`src/hdl/cltw_pkg.sv`:
```
// Shared types, codes and constants of the character LCD text writer.
`default_nettype none

package cltw_pkg;

    localparam int COLUMNS_DEF = 20;
    localparam int LINES_DEF   = 4;
    localparam int QUEUE_DEPTH = 4;
    localparam int PADDR_W     = 5;
    localparam int PDATA_W     = 32;
    localparam int ADDR_W      = 7;

    localparam logic [1:0] OP_CHAR = 2'd0;
    localparam logic [1:0] OP_RAW  = 2'd1;
    localparam logic [1:0] OP_SET  = 2'd2;
    localparam logic [1:0] OP_HOME = 2'd3;

    localparam logic [2:0] REG_LINE0  = 3'd0;
    localparam logic [2:0] REG_LINE1  = 3'd1;
    localparam logic [2:0] REG_LINE2  = 3'd2;
    localparam logic [2:0] REG_LINE3  = 3'd3;
    localparam logic [2:0] REG_ESCAPE = 3'd4;

    localparam logic [6:0] LINE0_RST = 7'd0;
    localparam logic [6:0] LINE1_RST = 7'd64;
    localparam logic [6:0] LINE2_RST = 7'd20;
    localparam logic [6:0] LINE3_RST = 7'd84;

    localparam logic [7:0] CHAR_CR    = 8'h0D;
    localparam logic [7:0] CHAR_LF    = 8'h0A;
    localparam logic [7:0] CHAR_SLASH = 8'h2F;
    localparam logic [7:0] CHAR_R     = 8'h72;
    localparam logic [7:0] CHAR_N     = 8'h6E;
    localparam logic [7:0] INSTR_HOME = 8'h02;
    localparam logic       SET_DDRAM  = 1'b1;

    localparam logic RS_INSTR = 1'b0;
    localparam logic RS_DATA  = 1'b1;

    typedef struct packed {
        logic [3:0][ADDR_W-1:0] line_base;
        logic                   escape_mode;
    } t_cfg;

    typedef struct packed {
        logic       rs;
        logic [7:0] data;
        logic       last;
    } t_qentry;

    typedef struct packed {
        logic full;
        logic empty;
    } t_q_status;

    function automatic logic [7:0] set_addr_byte(logic [ADDR_W-1:0] base,
                                                 logic [ADDR_W-1:0] col);
        logic [ADDR_W-1:0] addr;
        addr = base + col;
        return {SET_DDRAM, addr};
    endfunction

endpackage

`default_nettype wire

```
`src/hdl/cltw_if.sv`:
```
// Valid/ready channel interfaces for command items and LCD nibble items.
`default_nettype none

interface cltw_in_if;
    logic       valid;
    logic       ready;
    logic [1:0] opcode;
    logic [7:0] data_byte;
    logic [1:0] line_sel;
    logic [4:0] column;

    modport source (output valid, output opcode, output data_byte, output line_sel,
                    output column, input ready);
    modport sink   (input valid, input opcode, input data_byte, input line_sel,
                    input column, output ready);
endinterface

interface cltw_out_if;
    logic       valid;
    logic       ready;
    logic       reg_select;
    logic [3:0] nibble;
    logic       last;

    modport source (output valid, output reg_select, output nibble, output last,
                    input ready);
    modport sink   (input valid, input reg_select, input nibble, input last,
                    output ready);
endinterface

`default_nettype wire

```
`src/hdl/cltw_front.sv`:
```
// Command front end: accepts items, tracks the cursor and emits byte writes.
`default_nettype none

module cltw_front #(
    parameter int COLUMNS = cltw_pkg::COLUMNS_DEF,
    parameter int LINES   = cltw_pkg::LINES_DEF
) (
    input  wire                  i_clk,
    input  wire                  i_rst_n,
    cltw_in_if.sink              i_cmd,
    input  cltw_pkg::t_cfg       i_cfg,
    input  cltw_pkg::t_q_status  i_q_stat,
    output logic                 o_push,
    output cltw_pkg::t_qentry    o_push_entry
);

    localparam int COL_W = $clog2(COLUMNS + 1);

    logic             r_hold;
    logic [1:0]       r_op;
    logic [7:0]       r_data;
    logic [1:0]       r_line_sel;
    logic [4:0]       r_col_in;
    logic             r_second;
    logic             r_wrapped;
    logic [1:0]       r_line;
    logic [COL_W-1:0] r_col;

    logic             n_second;
    logic             n_wrapped;
    logic [1:0]       n_line;
    logic [COL_W-1:0] n_col;

    logic             esc_seq;
    logic             at_break;
    logic             wrap_need;
    logic [2:0]       cur_line3;
    logic [2:0]       nl_line3;
    logic [1:0]       wrap_line;
    logic [1:0]       nl_line;
    logic [1:0]       sat_line;
    logic [COL_W-1:0] sat_col;
    logic [7:0]       cur_char;
    logic             push_need;
    logic             step_done;
    logic             advance;
    logic             finish;
    cltw_pkg::t_qentry entry;

    always_comb begin
        esc_seq   = (r_op == cltw_pkg::OP_CHAR) && i_cfg.escape_mode &&
                    ((r_data == cltw_pkg::CHAR_CR) || (r_data == cltw_pkg::CHAR_LF));
        at_break  = (r_col == COL_W'(COLUMNS));
        cur_line3 = {1'b0, r_line} + {2'b00, at_break};
        nl_line3  = cur_line3 + 3'd1;
        wrap_need = !r_wrapped && (at_break || ((r_col == '0) && (r_line != 2'd0)));
        wrap_line = (cur_line3 >= 3'(LINES)) ? 2'd0 : cur_line3[1:0];
        nl_line   = (nl_line3 >= 3'(LINES)) ? 2'd0 : nl_line3[1:0];
        sat_line  = ({1'b0, r_line_sel} >= 3'(LINES)) ? 2'(LINES - 1) : r_line_sel;
        sat_col   = ({1'b0, r_col_in} >= 6'(COLUMNS)) ? COL_W'(COLUMNS - 1)
                                                       : COL_W'(r_col_in);
        if (esc_seq && r_second) begin
            cur_char = (r_data == cltw_pkg::CHAR_CR) ? cltw_pkg::CHAR_R : cltw_pkg::CHAR_N;
        end else if (esc_seq) begin
            cur_char = cltw_pkg::CHAR_SLASH;
        end else begin
            cur_char = r_data;
        end

        push_need  = 1'b0;
        step_done  = 1'b0;
        entry      = '0;
        n_second   = r_second;
        n_wrapped  = r_wrapped;
        n_line     = r_line;
        n_col      = r_col;

        case (r_op)
            cltw_pkg::OP_CHAR: begin
                if (!esc_seq && (r_data == cltw_pkg::CHAR_CR)) begin
                    step_done = 1'b1;
                end else if (!esc_seq && (r_data == cltw_pkg::CHAR_LF)) begin
                    push_need  = 1'b1;
                    entry.rs   = cltw_pkg::RS_INSTR;
                    entry.data = cltw_pkg::set_addr_byte(i_cfg.line_base[nl_line], '0);
                    entry.last = 1'b1;
                    n_line     = nl_line;
                    n_col      = '0;
                    step_done  = 1'b1;
                end else if (wrap_need) begin
                    push_need  = 1'b1;
                    entry.rs   = cltw_pkg::RS_INSTR;
                    entry.data = cltw_pkg::set_addr_byte(i_cfg.line_base[wrap_line], '0);
                    n_line     = wrap_line;
                    n_col      = '0;
                    n_wrapped  = 1'b1;
                end else begin
                    push_need  = 1'b1;
                    entry.rs   = cltw_pkg::RS_DATA;
                    entry.data = cur_char;
                    n_col      = r_col + COL_W'(1);
                    n_wrapped  = 1'b0;
                    if (esc_seq && !r_second) begin
                        n_second = 1'b1;
                    end else begin
                        entry.last = 1'b1;
                        step_done  = 1'b1;
                    end
                end
            end
            cltw_pkg::OP_RAW: begin
                push_need  = 1'b1;
                entry.rs   = cltw_pkg::RS_INSTR;
                entry.data = r_data;
                entry.last = 1'b1;
                step_done  = 1'b1;
            end
            cltw_pkg::OP_SET: begin
                push_need  = 1'b1;
                entry.rs   = cltw_pkg::RS_INSTR;
                entry.data = cltw_pkg::set_addr_byte(i_cfg.line_base[sat_line],
                                                     7'(sat_col));
                entry.last = 1'b1;
                n_line     = sat_line;
                n_col      = sat_col;
                step_done  = 1'b1;
            end
            default: begin
                push_need  = 1'b1;
                entry.rs   = cltw_pkg::RS_INSTR;
                entry.data = cltw_pkg::INSTR_HOME;
                entry.last = 1'b1;
                n_line     = 2'd0;
                n_col      = '0;
                step_done  = 1'b1;
            end
        endcase

        advance = r_hold && (!push_need || !i_q_stat.full);
        finish  = advance && step_done;
    end

    assign o_push       = r_hold && push_need && !i_q_stat.full;
    assign o_push_entry = entry;
    assign i_cmd.ready  = !r_hold || finish;

    always_ff @(posedge i_clk) begin
        if (!i_rst_n) begin
            r_hold    <= 1'b0;
            r_second  <= 1'b0;
            r_wrapped <= 1'b0;
            r_line    <= 2'd0;
            r_col     <= '0;
        end else begin
            if (i_cmd.valid && i_cmd.ready) begin
                r_hold <= 1'b1;
            end else if (finish) begin
                r_hold <= 1'b0;
            end
            if (advance) begin
                r_line    <= n_line;
                r_col     <= n_col;
                r_second  <= finish ? 1'b0 : n_second;
                r_wrapped <= finish ? 1'b0 : n_wrapped;
            end
        end
    end

    always_ff @(posedge i_clk) begin
        if (i_cmd.valid && i_cmd.ready) begin
            r_op       <= i_cmd.opcode;
            r_data     <= i_cmd.data_byte;
            r_line_sel <= i_cmd.line_sel;
            r_col_in   <= i_cmd.column;
        end
    end

endmodule

`default_nettype wire

```
`src/hdl/cltw_queue.sv`:
```
// Short byte-write queue between the command front end and the bus back end.
`default_nettype none

module cltw_queue (
    input  wire                  i_clk,
    input  wire                  i_rst_n,
    input  wire                  i_push,
    input  cltw_pkg::t_qentry    i_push_entry,
    input  wire                  i_pop,
    output cltw_pkg::t_qentry    o_head,
    output cltw_pkg::t_q_status  o_stat
);

    localparam int DEPTH = cltw_pkg::QUEUE_DEPTH;
    localparam int PTR_W = $clog2(DEPTH);
    localparam int CNT_W = $clog2(DEPTH + 1);

    cltw_pkg::t_qentry r_mem [DEPTH];
    logic [PTR_W-1:0]  r_wr_ptr;
    logic [PTR_W-1:0]  r_rd_ptr;
    logic [CNT_W-1:0]  r_cnt;

    assign o_head       = r_mem[r_rd_ptr];
    assign o_stat.full  = (r_cnt == CNT_W'(DEPTH));
    assign o_stat.empty = (r_cnt == '0);

    always_ff @(posedge i_clk) begin
        if (!i_rst_n) begin
            r_wr_ptr <= '0;
            r_rd_ptr <= '0;
            r_cnt    <= '0;
        end else begin
            if (i_push) begin
                r_wr_ptr <= r_wr_ptr + PTR_W'(1);
            end
            if (i_pop) begin
                r_rd_ptr <= r_rd_ptr + PTR_W'(1);
            end
            if (i_push && !i_pop) begin
                r_cnt <= r_cnt + CNT_W'(1);
            end else if (!i_push && i_pop) begin
                r_cnt <= r_cnt - CNT_W'(1);
            end
        end
    end

    always_ff @(posedge i_clk) begin
        if (i_push) begin
            r_mem[r_wr_ptr] <= i_push_entry;
        end
    end

endmodule

`default_nettype wire

```
`src/hdl/cltw_back.sv`:
```
// Bus back end: splits byte writes into high and low nibbles on the output.
`default_nettype none

module cltw_back (
    input  wire                  i_clk,
    input  wire                  i_rst_n,
    input  cltw_pkg::t_qentry    i_head,
    input  cltw_pkg::t_q_status  i_q_stat,
    output logic                 o_pop,
    cltw_out_if.source           o_lcd
);

    logic       r_out_valid;
    logic       r_out_rs;
    logic [3:0] r_out_nib;
    logic       r_out_last;
    logic       r_have_lo;
    logic       r_lo_rs;
    logic [3:0] r_lo_nib;
    logic       r_lo_last;
    logic       load;

    assign load  = !r_out_valid || o_lcd.ready;
    assign o_pop = load && !r_have_lo && !i_q_stat.empty;

    assign o_lcd.valid      = r_out_valid;
    assign o_lcd.reg_select = r_out_rs;
    assign o_lcd.nibble     = r_out_nib;
    assign o_lcd.last       = r_out_last;

    always_ff @(posedge i_clk) begin
        if (!i_rst_n) begin
            r_out_valid <= 1'b0;
            r_have_lo   <= 1'b0;
        end else if (load) begin
            if (r_have_lo) begin
                r_out_valid <= 1'b1;
                r_have_lo   <= 1'b0;
            end else begin
                r_out_valid <= !i_q_stat.empty;
                r_have_lo   <= !i_q_stat.empty;
            end
        end
    end

    always_ff @(posedge i_clk) begin
        if (load) begin
            if (r_have_lo) begin
                r_out_rs   <= r_lo_rs;
                r_out_nib  <= r_lo_nib;
                r_out_last <= r_lo_last;
            end else if (!i_q_stat.empty) begin
                r_out_rs   <= i_head.rs;
                r_out_nib  <= i_head.data[7:4];
                r_out_last <= 1'b0;
                r_lo_rs    <= i_head.rs;
                r_lo_nib   <= i_head.data[3:0];
                r_lo_last  <= i_head.last;
            end
        end
    end

endmodule

`default_nettype wire

```
`src/hdl/char_lcd_text_writer.sv`:
```
// Top level of the character LCD text writer: config registers and the datapath.
//
// Each command item becomes a series of 4-bit bus writes, high nibble first, with
// a software cursor kept for a COLUMNS x LINES display. Characters wrap to the
// next line's start; a newline moves to column 0 of the next line; a carriage
// return makes no write unless escape mode prints it as "/r". A raw instruction,
// set-cursor, home or plain character makes one byte write, a character at a line
// break two, an escaped CR or LF up to four. One nibble leaves per cycle while
// o_lcd.ready is high and writes are queued; the output port sets the rate. The
// front end pushes a byte write per cycle while the queue is not full and takes a
// new item as the last finishes; item, queue and output registers precede the bus.
`default_nettype none

module char_lcd_text_writer #(
    parameter int COLUMNS = cltw_pkg::COLUMNS_DEF,
    parameter int LINES   = cltw_pkg::LINES_DEF
) (
    input  wire                          i_clk,
    input  wire                          i_rst_n,
    cltw_in_if.sink                      i_cmd,
    cltw_out_if.source                   o_lcd,
    input  wire                          psel,
    input  wire                          penable,
    input  wire                          pwrite,
    input  wire [cltw_pkg::PADDR_W-1:0]  paddr,
    input  wire [cltw_pkg::PDATA_W-1:0]  pwdata,
    output logic [cltw_pkg::PDATA_W-1:0] prdata,
    output logic                         pready
);

    cltw_pkg::t_cfg      r_cfg;
    cltw_pkg::t_q_status q_stat;
    cltw_pkg::t_qentry   q_push_entry;
    cltw_pkg::t_qentry   q_head;
    logic                q_push;
    logic                q_pop;
    logic [2:0]          reg_idx;

    assign pready  = 1'b1;
    assign reg_idx = paddr[4:2];

    always_ff @(posedge i_clk) begin
        if (!i_rst_n) begin
            r_cfg.line_base[0] <= cltw_pkg::LINE0_RST;
            r_cfg.line_base[1] <= cltw_pkg::LINE1_RST;
            r_cfg.line_base[2] <= cltw_pkg::LINE2_RST;
            r_cfg.line_base[3] <= cltw_pkg::LINE3_RST;
            r_cfg.escape_mode  <= 1'b0;
        end else if (psel && penable && pwrite && pready) begin
            case (reg_idx)
                cltw_pkg::REG_LINE0:  r_cfg.line_base[0] <= pwdata[6:0];
                cltw_pkg::REG_LINE1:  r_cfg.line_base[1] <= pwdata[6:0];
                cltw_pkg::REG_LINE2:  r_cfg.line_base[2] <= pwdata[6:0];
                cltw_pkg::REG_LINE3:  r_cfg.line_base[3] <= pwdata[6:0];
                cltw_pkg::REG_ESCAPE: r_cfg.escape_mode  <= pwdata[0];
                default: ;
            endcase
        end
    end

    always_comb begin
        case (reg_idx)
            cltw_pkg::REG_LINE0:  prdata = 32'(r_cfg.line_base[0]);
            cltw_pkg::REG_LINE1:  prdata = 32'(r_cfg.line_base[1]);
            cltw_pkg::REG_LINE2:  prdata = 32'(r_cfg.line_base[2]);
            cltw_pkg::REG_LINE3:  prdata = 32'(r_cfg.line_base[3]);
            cltw_pkg::REG_ESCAPE: prdata = 32'(r_cfg.escape_mode);
            default:              prdata = '0;
        endcase
    end

    cltw_front #(
        .COLUMNS (COLUMNS),
        .LINES   (LINES)
    ) u_front (
        .i_clk        (i_clk),
        .i_rst_n      (i_rst_n),
        .i_cmd        (i_cmd),
        .i_cfg        (r_cfg),
        .i_q_stat     (q_stat),
        .o_push       (q_push),
        .o_push_entry (q_push_entry)
    );

    cltw_queue u_queue (
        .i_clk        (i_clk),
        .i_rst_n      (i_rst_n),
        .i_push       (q_push),
        .i_push_entry (q_push_entry),
        .i_pop        (q_pop),
        .o_head       (q_head),
        .o_stat       (q_stat)
    );

    cltw_back u_back (
        .i_clk    (i_clk),
        .i_rst_n  (i_rst_n),
        .i_head   (q_head),
        .i_q_stat (q_stat),
        .o_pop    (q_pop),
        .o_lcd    (o_lcd)
    );

    a_push_not_full: assert property (@(posedge i_clk) disable iff (!i_rst_n)
        q_push |-> !q_stat.full)
        else $error("byte write pushed into a full queue");

    a_pop_not_empty: assert property (@(posedge i_clk) disable iff (!i_rst_n)
        q_pop |-> !q_stat.empty)
        else $error("byte write popped from an empty queue");

    a_stall_front: assert property (@(posedge i_clk) disable iff (!i_rst_n)
        (q_stat.full && !q_pop) |=> !q_push || q_pop)
        else $error("queue overrun after a stall");

endmodule

`default_nettype wire
```
`src/flat_wrapper.sv`:
```
// flat-port wrapper written by rule: the top's interface ports become plain ports
module char_lcd_text_writer_flat 
#(
    parameter int COLUMNS = cltw_pkg::COLUMNS_DEF,
    parameter int LINES   = cltw_pkg::LINES_DEF
)
  (i_clk, i_rst_n, psel, penable, pwrite, paddr, pwdata, prdata, pready, i_cmd_valid, i_cmd_opcode, i_cmd_data_byte, i_cmd_line_sel, i_cmd_column, i_cmd_ready, o_lcd_valid, o_lcd_reg_select, o_lcd_nibble, o_lcd_last, o_lcd_ready);
  cltw_in_if i_cmd_i ();
  cltw_out_if o_lcd_i ();
  input  wire i_clk;
  input  wire i_rst_n;
  input  wire psel;
  input  wire penable;
  input  wire pwrite;
  input  wire [cltw_pkg::PADDR_W-1:0] paddr;
  input  wire [cltw_pkg::PDATA_W-1:0] pwdata;
  output logic [cltw_pkg::PDATA_W-1:0] prdata;
  output logic pready;
  input wire logic [$bits(i_cmd_i.valid)-1:0] i_cmd_valid;
  input wire logic [$bits(i_cmd_i.opcode)-1:0] i_cmd_opcode;
  input wire logic [$bits(i_cmd_i.data_byte)-1:0] i_cmd_data_byte;
  input wire logic [$bits(i_cmd_i.line_sel)-1:0] i_cmd_line_sel;
  input wire logic [$bits(i_cmd_i.column)-1:0] i_cmd_column;
  output wire logic [$bits(i_cmd_i.ready)-1:0] i_cmd_ready;
  output wire logic [$bits(o_lcd_i.valid)-1:0] o_lcd_valid;
  output wire logic [$bits(o_lcd_i.reg_select)-1:0] o_lcd_reg_select;
  output wire logic [$bits(o_lcd_i.nibble)-1:0] o_lcd_nibble;
  output wire logic [$bits(o_lcd_i.last)-1:0] o_lcd_last;
  input wire logic [$bits(o_lcd_i.ready)-1:0] o_lcd_ready;
  assign i_cmd_i.valid = i_cmd_valid;
  assign i_cmd_i.opcode = i_cmd_opcode;
  assign i_cmd_i.data_byte = i_cmd_data_byte;
  assign i_cmd_i.line_sel = i_cmd_line_sel;
  assign i_cmd_i.column = i_cmd_column;
  assign i_cmd_ready = i_cmd_i.ready;
  assign o_lcd_valid = o_lcd_i.valid;
  assign o_lcd_reg_select = o_lcd_i.reg_select;
  assign o_lcd_nibble = o_lcd_i.nibble;
  assign o_lcd_last = o_lcd_i.last;
  assign o_lcd_i.ready = o_lcd_ready;
  char_lcd_text_writer #(.COLUMNS(COLUMNS), .LINES(LINES)) u_core (.i_clk(i_clk), .i_rst_n(i_rst_n), .i_cmd(i_cmd_i), .o_lcd(o_lcd_i), .psel(psel), .penable(penable), .pwrite(pwrite), .paddr(paddr), .pwdata(pwdata), .prdata(prdata), .pready(pready));
endmodule
```
`config.mk`:
```
export PLATFORM = sky130hd
export DESIGN_NAME = char_lcd_text_writer_flat
export DESIGN_NICKNAME = d
export VERILOG_FILES = /design/src/hdl/cltw_pkg.sv /design/src/hdl/cltw_if.sv /design/src/hdl/cltw_front.sv /design/src/hdl/cltw_queue.sv /design/src/hdl/cltw_back.sv /design/src/hdl/char_lcd_text_writer.sv /design/src/flat_wrapper.sv
export SDC_FILE = /design/constraint.sdc
export NUM_CORES = 1
export LEC_CHECK = 0
export BUFFER_PORTS_ARGS = -buffer_cell sky130_fd_sc_hd__buf_2
export CORE_MARGIN = 2
export CORE_UTILIZATION = 45
export CTS_BUF_LIST = sky130_fd_sc_hd__clkbuf_4 sky130_fd_sc_hd__clkbuf_8
export CTS_CLUSTER_DIAMETER = 80
export DETAILED_ROUTE_END_ITERATION = 8
export PLACE_DENSITY = 0.64
export SKIP_CTS_REPAIR_TIMING = 1
export SYNTH_ARGS = -nofsm -noshare
export SYNTH_HDL_FRONTEND = slang
export SYNTH_SLANG_ARGS = --single-unit
```
`constraint.sdc`:
```
create_clock -name i_clk -period 3.96 [get_ports i_clk]
set_clock_uncertainty 0.2 [all_clocks]
set_input_delay 0.792 -clock i_clk [delete_from_list [all_inputs] [get_ports i_clk]]
set_output_delay 0.792 -clock i_clk [all_outputs]
set_load 0.05 [all_outputs]
```
Word level (Yosys, flattened, before mapping). Memory sizes are Yosys's and may differ from the RTL's. A register that Yosys moved wholly into a read port is not among the register bits. Cells that the tools add are included. W data, S select, Z words.

Output and inout port bits: 41. Bits in registers: 77. Memories: 1. RAM bits: 40. Word-level logic and storage cells: 173.

Magnitude comparators: 6. Add/subtract/negate cells: 8. Bitwise logic cells: 3. Muxes and demuxes: 59. Reduce and logical (&&, ||, !) cells: 55. Eq/ne operators: 16.

Memory list: u_core.u_queue.r_mem (words 4, bits a word 10, rd ports 1, clocked after Yosys merged registers in 1, wr ports 1, line cltw_queue.sv:18) `cltw_pkg::t_qentry r_mem [DEPTH];`.

Operators with widths (count): $bmux W7 S2 (3); $pmux W7 S5 (1); $pmux W10 S3 (1); $mux W1 (28); $mux W5 (5); $mux W7 (3); $mux W10 (2); $logic_and A1 B1 Y1 (19); $eq A8 B4 Y1 const B (2); $mux W8 (2); $pmux W5 S3 (1); $mux W2 (7); $reduce_and A2 Y1 (6); $logic_not A1 Y1 (11); $reduce_bool A2 Y1 (5); $lt A2 B3 Y1 const B (3); $mux W9 (1); $mux W4 (2); $reduce_and A4 Y1 (2); $add A7 B5 Y7 (1); $add A3 B1 Y3 const B (2); $eq A3 B2 Y1 const B (2); $eq A3 B3 Y1 const B (2); $ge A3 B3 Y1 const B (2); other kinds (21) (34).

Logic depth before layout (Yosys ltp).
Depth in word-level cells: 14. Gate-level depth with buffers: 13. Gate-level depth less buffers: 12.

Hierarchy. From an unflattened synthesis, not the netlist that was laid out.

Cells, all modules: 534. Area, all modules: 6517.5 µm².

By module, submodules not included: cltw_front (area an instance 2471.1 µm², sequential area each 710.7 µm², cells each 245, times used 1); cltw_queue (area an instance 1888.1 µm², sequential area each 1381.3 µm², cells each 95, times used 1); char_lcd_text_writer (area an instance 1602.8 µm², sequential area each 580.6 µm², cells each 164, times used 1); cltw_back (area an instance 555.5 µm², sequential area each 400.4 µm², cells each 30, times used 1).

Least setup slack after synthesis. No wires, ideal clock.

Path kind: register -> register. Start point: register u_core.u_front.r_col[0]. End point: memory u_core.u_queue.r_mem[0][7] (netlist name), data pin. Required time: 3481 ps. Arrival time: 2990 ps. Path slack: 491 ps. Path buffers: 1. Clock period less this slack: 3469 ps. Stages on the path, launching flop included: 14. Cells stage by stage: dfxtp_1 -> inv_1 -> ha_1 -> nand2b_1 -> nor2_1 -> ha_1 -> inv_1 -> fa_1 -> nor2b_1 -> clkbuf_1 -> mux4_2 -> and2_0 -> o21ai_0 -> a31oi_1.

RTL lines: start, declared (line cltw_front.sv:27) `logic [COL_W-1:0] r_col;`; start signal, assigned (line cltw_front.sv:162) `r_col <= n_col;`; end, declared (line cltw_queue.sv:18).

Worst setup path after layout.
Start point: register u_core.u_front.r_data[4]. End point: output i_cmd_ready.

Word-level cells in the longest chain between the ends: 12. Elaborated cells on any way between the ends: 20. Classes of those cells: eq/ne (2); mux (7); reduce/logical (11).

RTL lines: start, declared (line cltw_front.sv:21) `logic [7:0] r_data;`; start signal, assigned (line cltw_front.sv:172) `r_data <= i_cmd.data_byte;`; parallel branches: the longest is 10 deep, another holds $eq A8 B4 Y1; $logic_and A1 B1 Y1 (*) (line cltw_front.sv:140) `finish = advance && step_done;`; $logic_or A1 B1 Y1 (*) (line cltw_front.sv:145) `assign i_cmd.ready = !r_hold || finish;`; end, declared (line flat_wrapper.sv:24) `output wire logic [$bits(i_cmd_i.ready)-1:0] i_cmd_ready;`.

Mark *: on every way between the ends.

==> flow_metrics.env <==
export IMPL_cts_buffers=17
export IMPL_synth_area_leader_cell="edfxtp_1"
export IMPL_synth_main_ff_cell="edfxtp_1"
export IMPL_seq_area_frac_synth_pct=47.9
export IMPL_finalSetupViolCount=0
export IMPL_synth_top_cell_area_share_pct=32.3
export IMPL_startpoint="u_core.u_front.r_data[4]"
export IMPL_clockRootBuffer="clkbuf_8"
export IMPL_dr_first_iter_drc_count=295
export IMPL_cts_max_level=4
export IMPL_rsz0062_at_grt="false"
export IMPL_final_cells=785
export IMPL_die_y_um=123
export IMPL_avgViaCountPerCell=5.57
export IMPL_syn_avg_cell_area_um2=11.9
export IMPL_setup_tns_ps=0
export IMPL_die_x_um=123
export IMPL_routed_via_count=4371
export IMPL_cp_arrival_ps=2740
export IMPL_worstPathMaxFanout=5
export IMPL_clock_path_buffers=2
export IMPL_synth_top_cells_by_area="edfxtp_1 (32%), dfxtp_1 (16%), mux4_2 (13%)"
export IMPL_hold_start="u_core.u_front.r_col[3]"
export IMPL_grt_pass1_wl_mm=22.6
export IMPL_fin_crit_sh_pct=94.4
export IMPL_busiest_layer="met2"
export IMPL_layout_common_cells="edfxtp_1 (69), dfxtp_1 (50), buf_2 (48)"
export IMPL_dp_cells=753
export IMPL_use_met2_pct=34.4
export IMPL_hpwl_mm=10.7
export IMPL_yosysWarnings=0
export IMPL_ios=102
export IMPL_grt_max_degree=48
export IMPL_rrSetupSlack_ps=300
export IMPL_postRouteAntennaNets=0
export IMPL_grt_overflow=0
export IMPL_reg2reg_to="u_core.u_queue.r_mem[0][4]"
export IMPL_rows=43
export IMPL_dieArea_um2=15200
export IMPL_synth_edf_count=69
export IMPL_power_density_nw_per_um2=527
export IMPL_crit_type="register to primary output"
export IMPL_grt_pass1_vias=4263
export IMPL_grt_antenna_before_repair=0
export IMPL_maxCapViolCount=0
export IMPL_ys_types=57
export IMPL_maxSlewViolCount=0
export IMPL_nNetsFinal=674
export IMPL_area_delta_synth_final_pct=13.0
export IMPL_start_util_pct=46.2
export IMPL_drc=0
export IMPL_drive_gt1_share_pct=24.3
export IMPL_fmax_mhz=268
export IMPL_clk_pin_slew_worst_paths_ps=60
export IMPL_min_path_cells=2
export IMPL_reg2reg_depth=12
export IMPL_min_to="u_core.u_front.r_col[3]"
export IMPL_routabilityCongestion=0.884
export IMPL_synth_area_um2=6420
export IMPL_hold_path_class="register to register"
export IMPL_dr_pass1_iters=4
export IMPL_cts_num_sinks=119
export IMPL_diodes=0
export IMPL_end_kind="primary output"
export IMPL_final_common_cell="edfxtp_1"
export IMPL_wl_per_cell_um=18.4
export IMPL_status="finished, final reports clean"
export IMPL_synthArstFlopShare_pct=0
export IMPL_maxSlewHeadroom_pct=43.6
export IMPL_p_leak_nw=2.70
export IMPL_ir_drop_mv=0.224
export IMPL_r2r_start="u_core.u_front.r_col[0]"
export IMPL_clk_latency_ps=460
export IMPL_cts_tree="built"
export IMPL_globalRouteTotalUtil_pct=20.4
export IMPL_synth_cells=539
export IMPL_start_kind="register"
export IMPL_synth_seq_cells=119
export IMPL_fillerInstances=1208
export IMPL_core_area_um2=13900
export IMPL_grt_use_met3_pct=4.66
export IMPL_cp_required_ps=2970
export IMPL_use_met1_pct=25.0
export IMPL_finalHoldViolations=0
export IMPL_worst_slew_pin_slew_ps=847
export IMPL_fin_crit_ps=3740
export IMPL_io_buffer_count=48
export IMPL_routed_wl_mm=14.4
-- cell usage after synthesis (all sizes together) (11+ instances only) --
cell / number
edfxtp: 69
dfxtp: 50
mux4: 37
nand2: 32
nor2b: 32
buf: 30
inv: 25
mux2i: 24
o21ai: 23
nor2: 22
clkbuf: 21
ha: 18
and2: 15
nand3: 14
a21oi: 13
a21boi: 11
-- cell type report --
type | count | area (µm²) | area share (%)
Clock buffer | 25 | 325 | 4.49
Clock inverter | 7 | 141 | 1.95
Inverter | 25 | 93.8 | 1.29
Multi-Input combinational cell | 368 | 3050 | 42.1
Sequential cell | 119 | 3070 | 42.4
Tap cell | 180 | 225 | 3.11
Timing Repair Buffer | 61 | 338 | 4.66
-- worst max-delay path: stages (launching register included) --
cell	delay [ps]
edfxtp_1	470
or4b_4	610
a2111oi_1	330
buf_4	180
a21oi_1	70
o21ai_0	260
nand2_1	130
buf_2	230
-- per-stage QoR --
step | worst slack [ps] | area (µm²) | hold WS [ps] | power, mW | util, %
after floorplan | 491 | 6510 | 251 | 2.36 | -
after global placement | 393 | 6770 | 272 | 2.55 | 48.8
after detailed placement | 340 | 6770 | 279 | 2.59 | 48.8
after CTS | 114 | 7240 | 276 | 3.86 | 52.2
after global routing | 26.5 | 7250 | 286 | 4.01 | 52.2
final | 223 | 7250 | 284 | 3.82 | 52.2
-- worst max-delay path by stage --
stage / end / slack [ps] / depth (start not counted)
detailed placement: u_core.u_queue.r_mem[0][4] / 340 / 12
floorplan: u_core.u_queue.r_mem[0][7] / 490 / 13
CTS: i_cmd_ready / 110 / 6
global route: i_cmd_ready / 30 / 7
finish: i_cmd_ready / 220 / 7
global placement: u_core.u_queue.r_mem[0][4] / 390 / 12
-- cells by family (layout without fill, tap and decap cells) --
group | count (synthesis) | count (layout) | share of synthesized area (%)
AOI/OAI and AO/OA | 94 | 94 | 9.54
other | 2 | 26 | 0.117
buffers and inverters | 76 | 118 | 6.08
xor gates and xnor gates | 10 | 10 | 1.37
muxes | 68 | 68 | 18.0
adders and majority gates | 21 | 21 | 4.45
and+or+nand+nor | 149 | 149 | 12.6
DFF | 119 | 119 | 47.9
-- registers in the layout, indices dropped and copies added, names as in the netlist, 2 cells and up, named ones only --
| signal | flops |
|---|---|
| u_core.u_queue.r_mem | 40 |
| u_core.u_back.o_lcd.nibble | 4 |
| u_core.u_front.r_line_sel | 2 |
| u_core.u_front.r_line | 2 |
| u_core.u_queue.r_rd_ptr | 2 |
| u_core.u_front.r_col | 5 |
| u_core.u_front.r_data | 8 |
| u_core.u_front.r_col_in | 5 |
| u_core.u_back.r_lo_nib | 4 |
| u_core.r_cfg | 29 |
| u_core.u_queue.r_wr_ptr | 2 |
| u_core.u_front.r_op | 2 |
| u_core.u_queue.r_cnt | 3 |
-- per-layer routing --
metal	part of all wire [%]	wire [µm]	up-vias
li1	-	-	2061
met1	43	6160	2167
met2	51	7300	115
met3	4.0	572	28
met4	2.8	410	0
met5	0	0	-
-- report_power, final --
group / total, mW / internal, mW / switching (mW)
Combinational: 0.916 / 0.356 / 0.560
Sequential: 1.63 / 1.52 / 0.115
Clock: 1.27 / 0.791 / 0.483
Total: 3.82 / 2.67 / 1.16
Note: power is estimated with default switching activity, not from simulation.
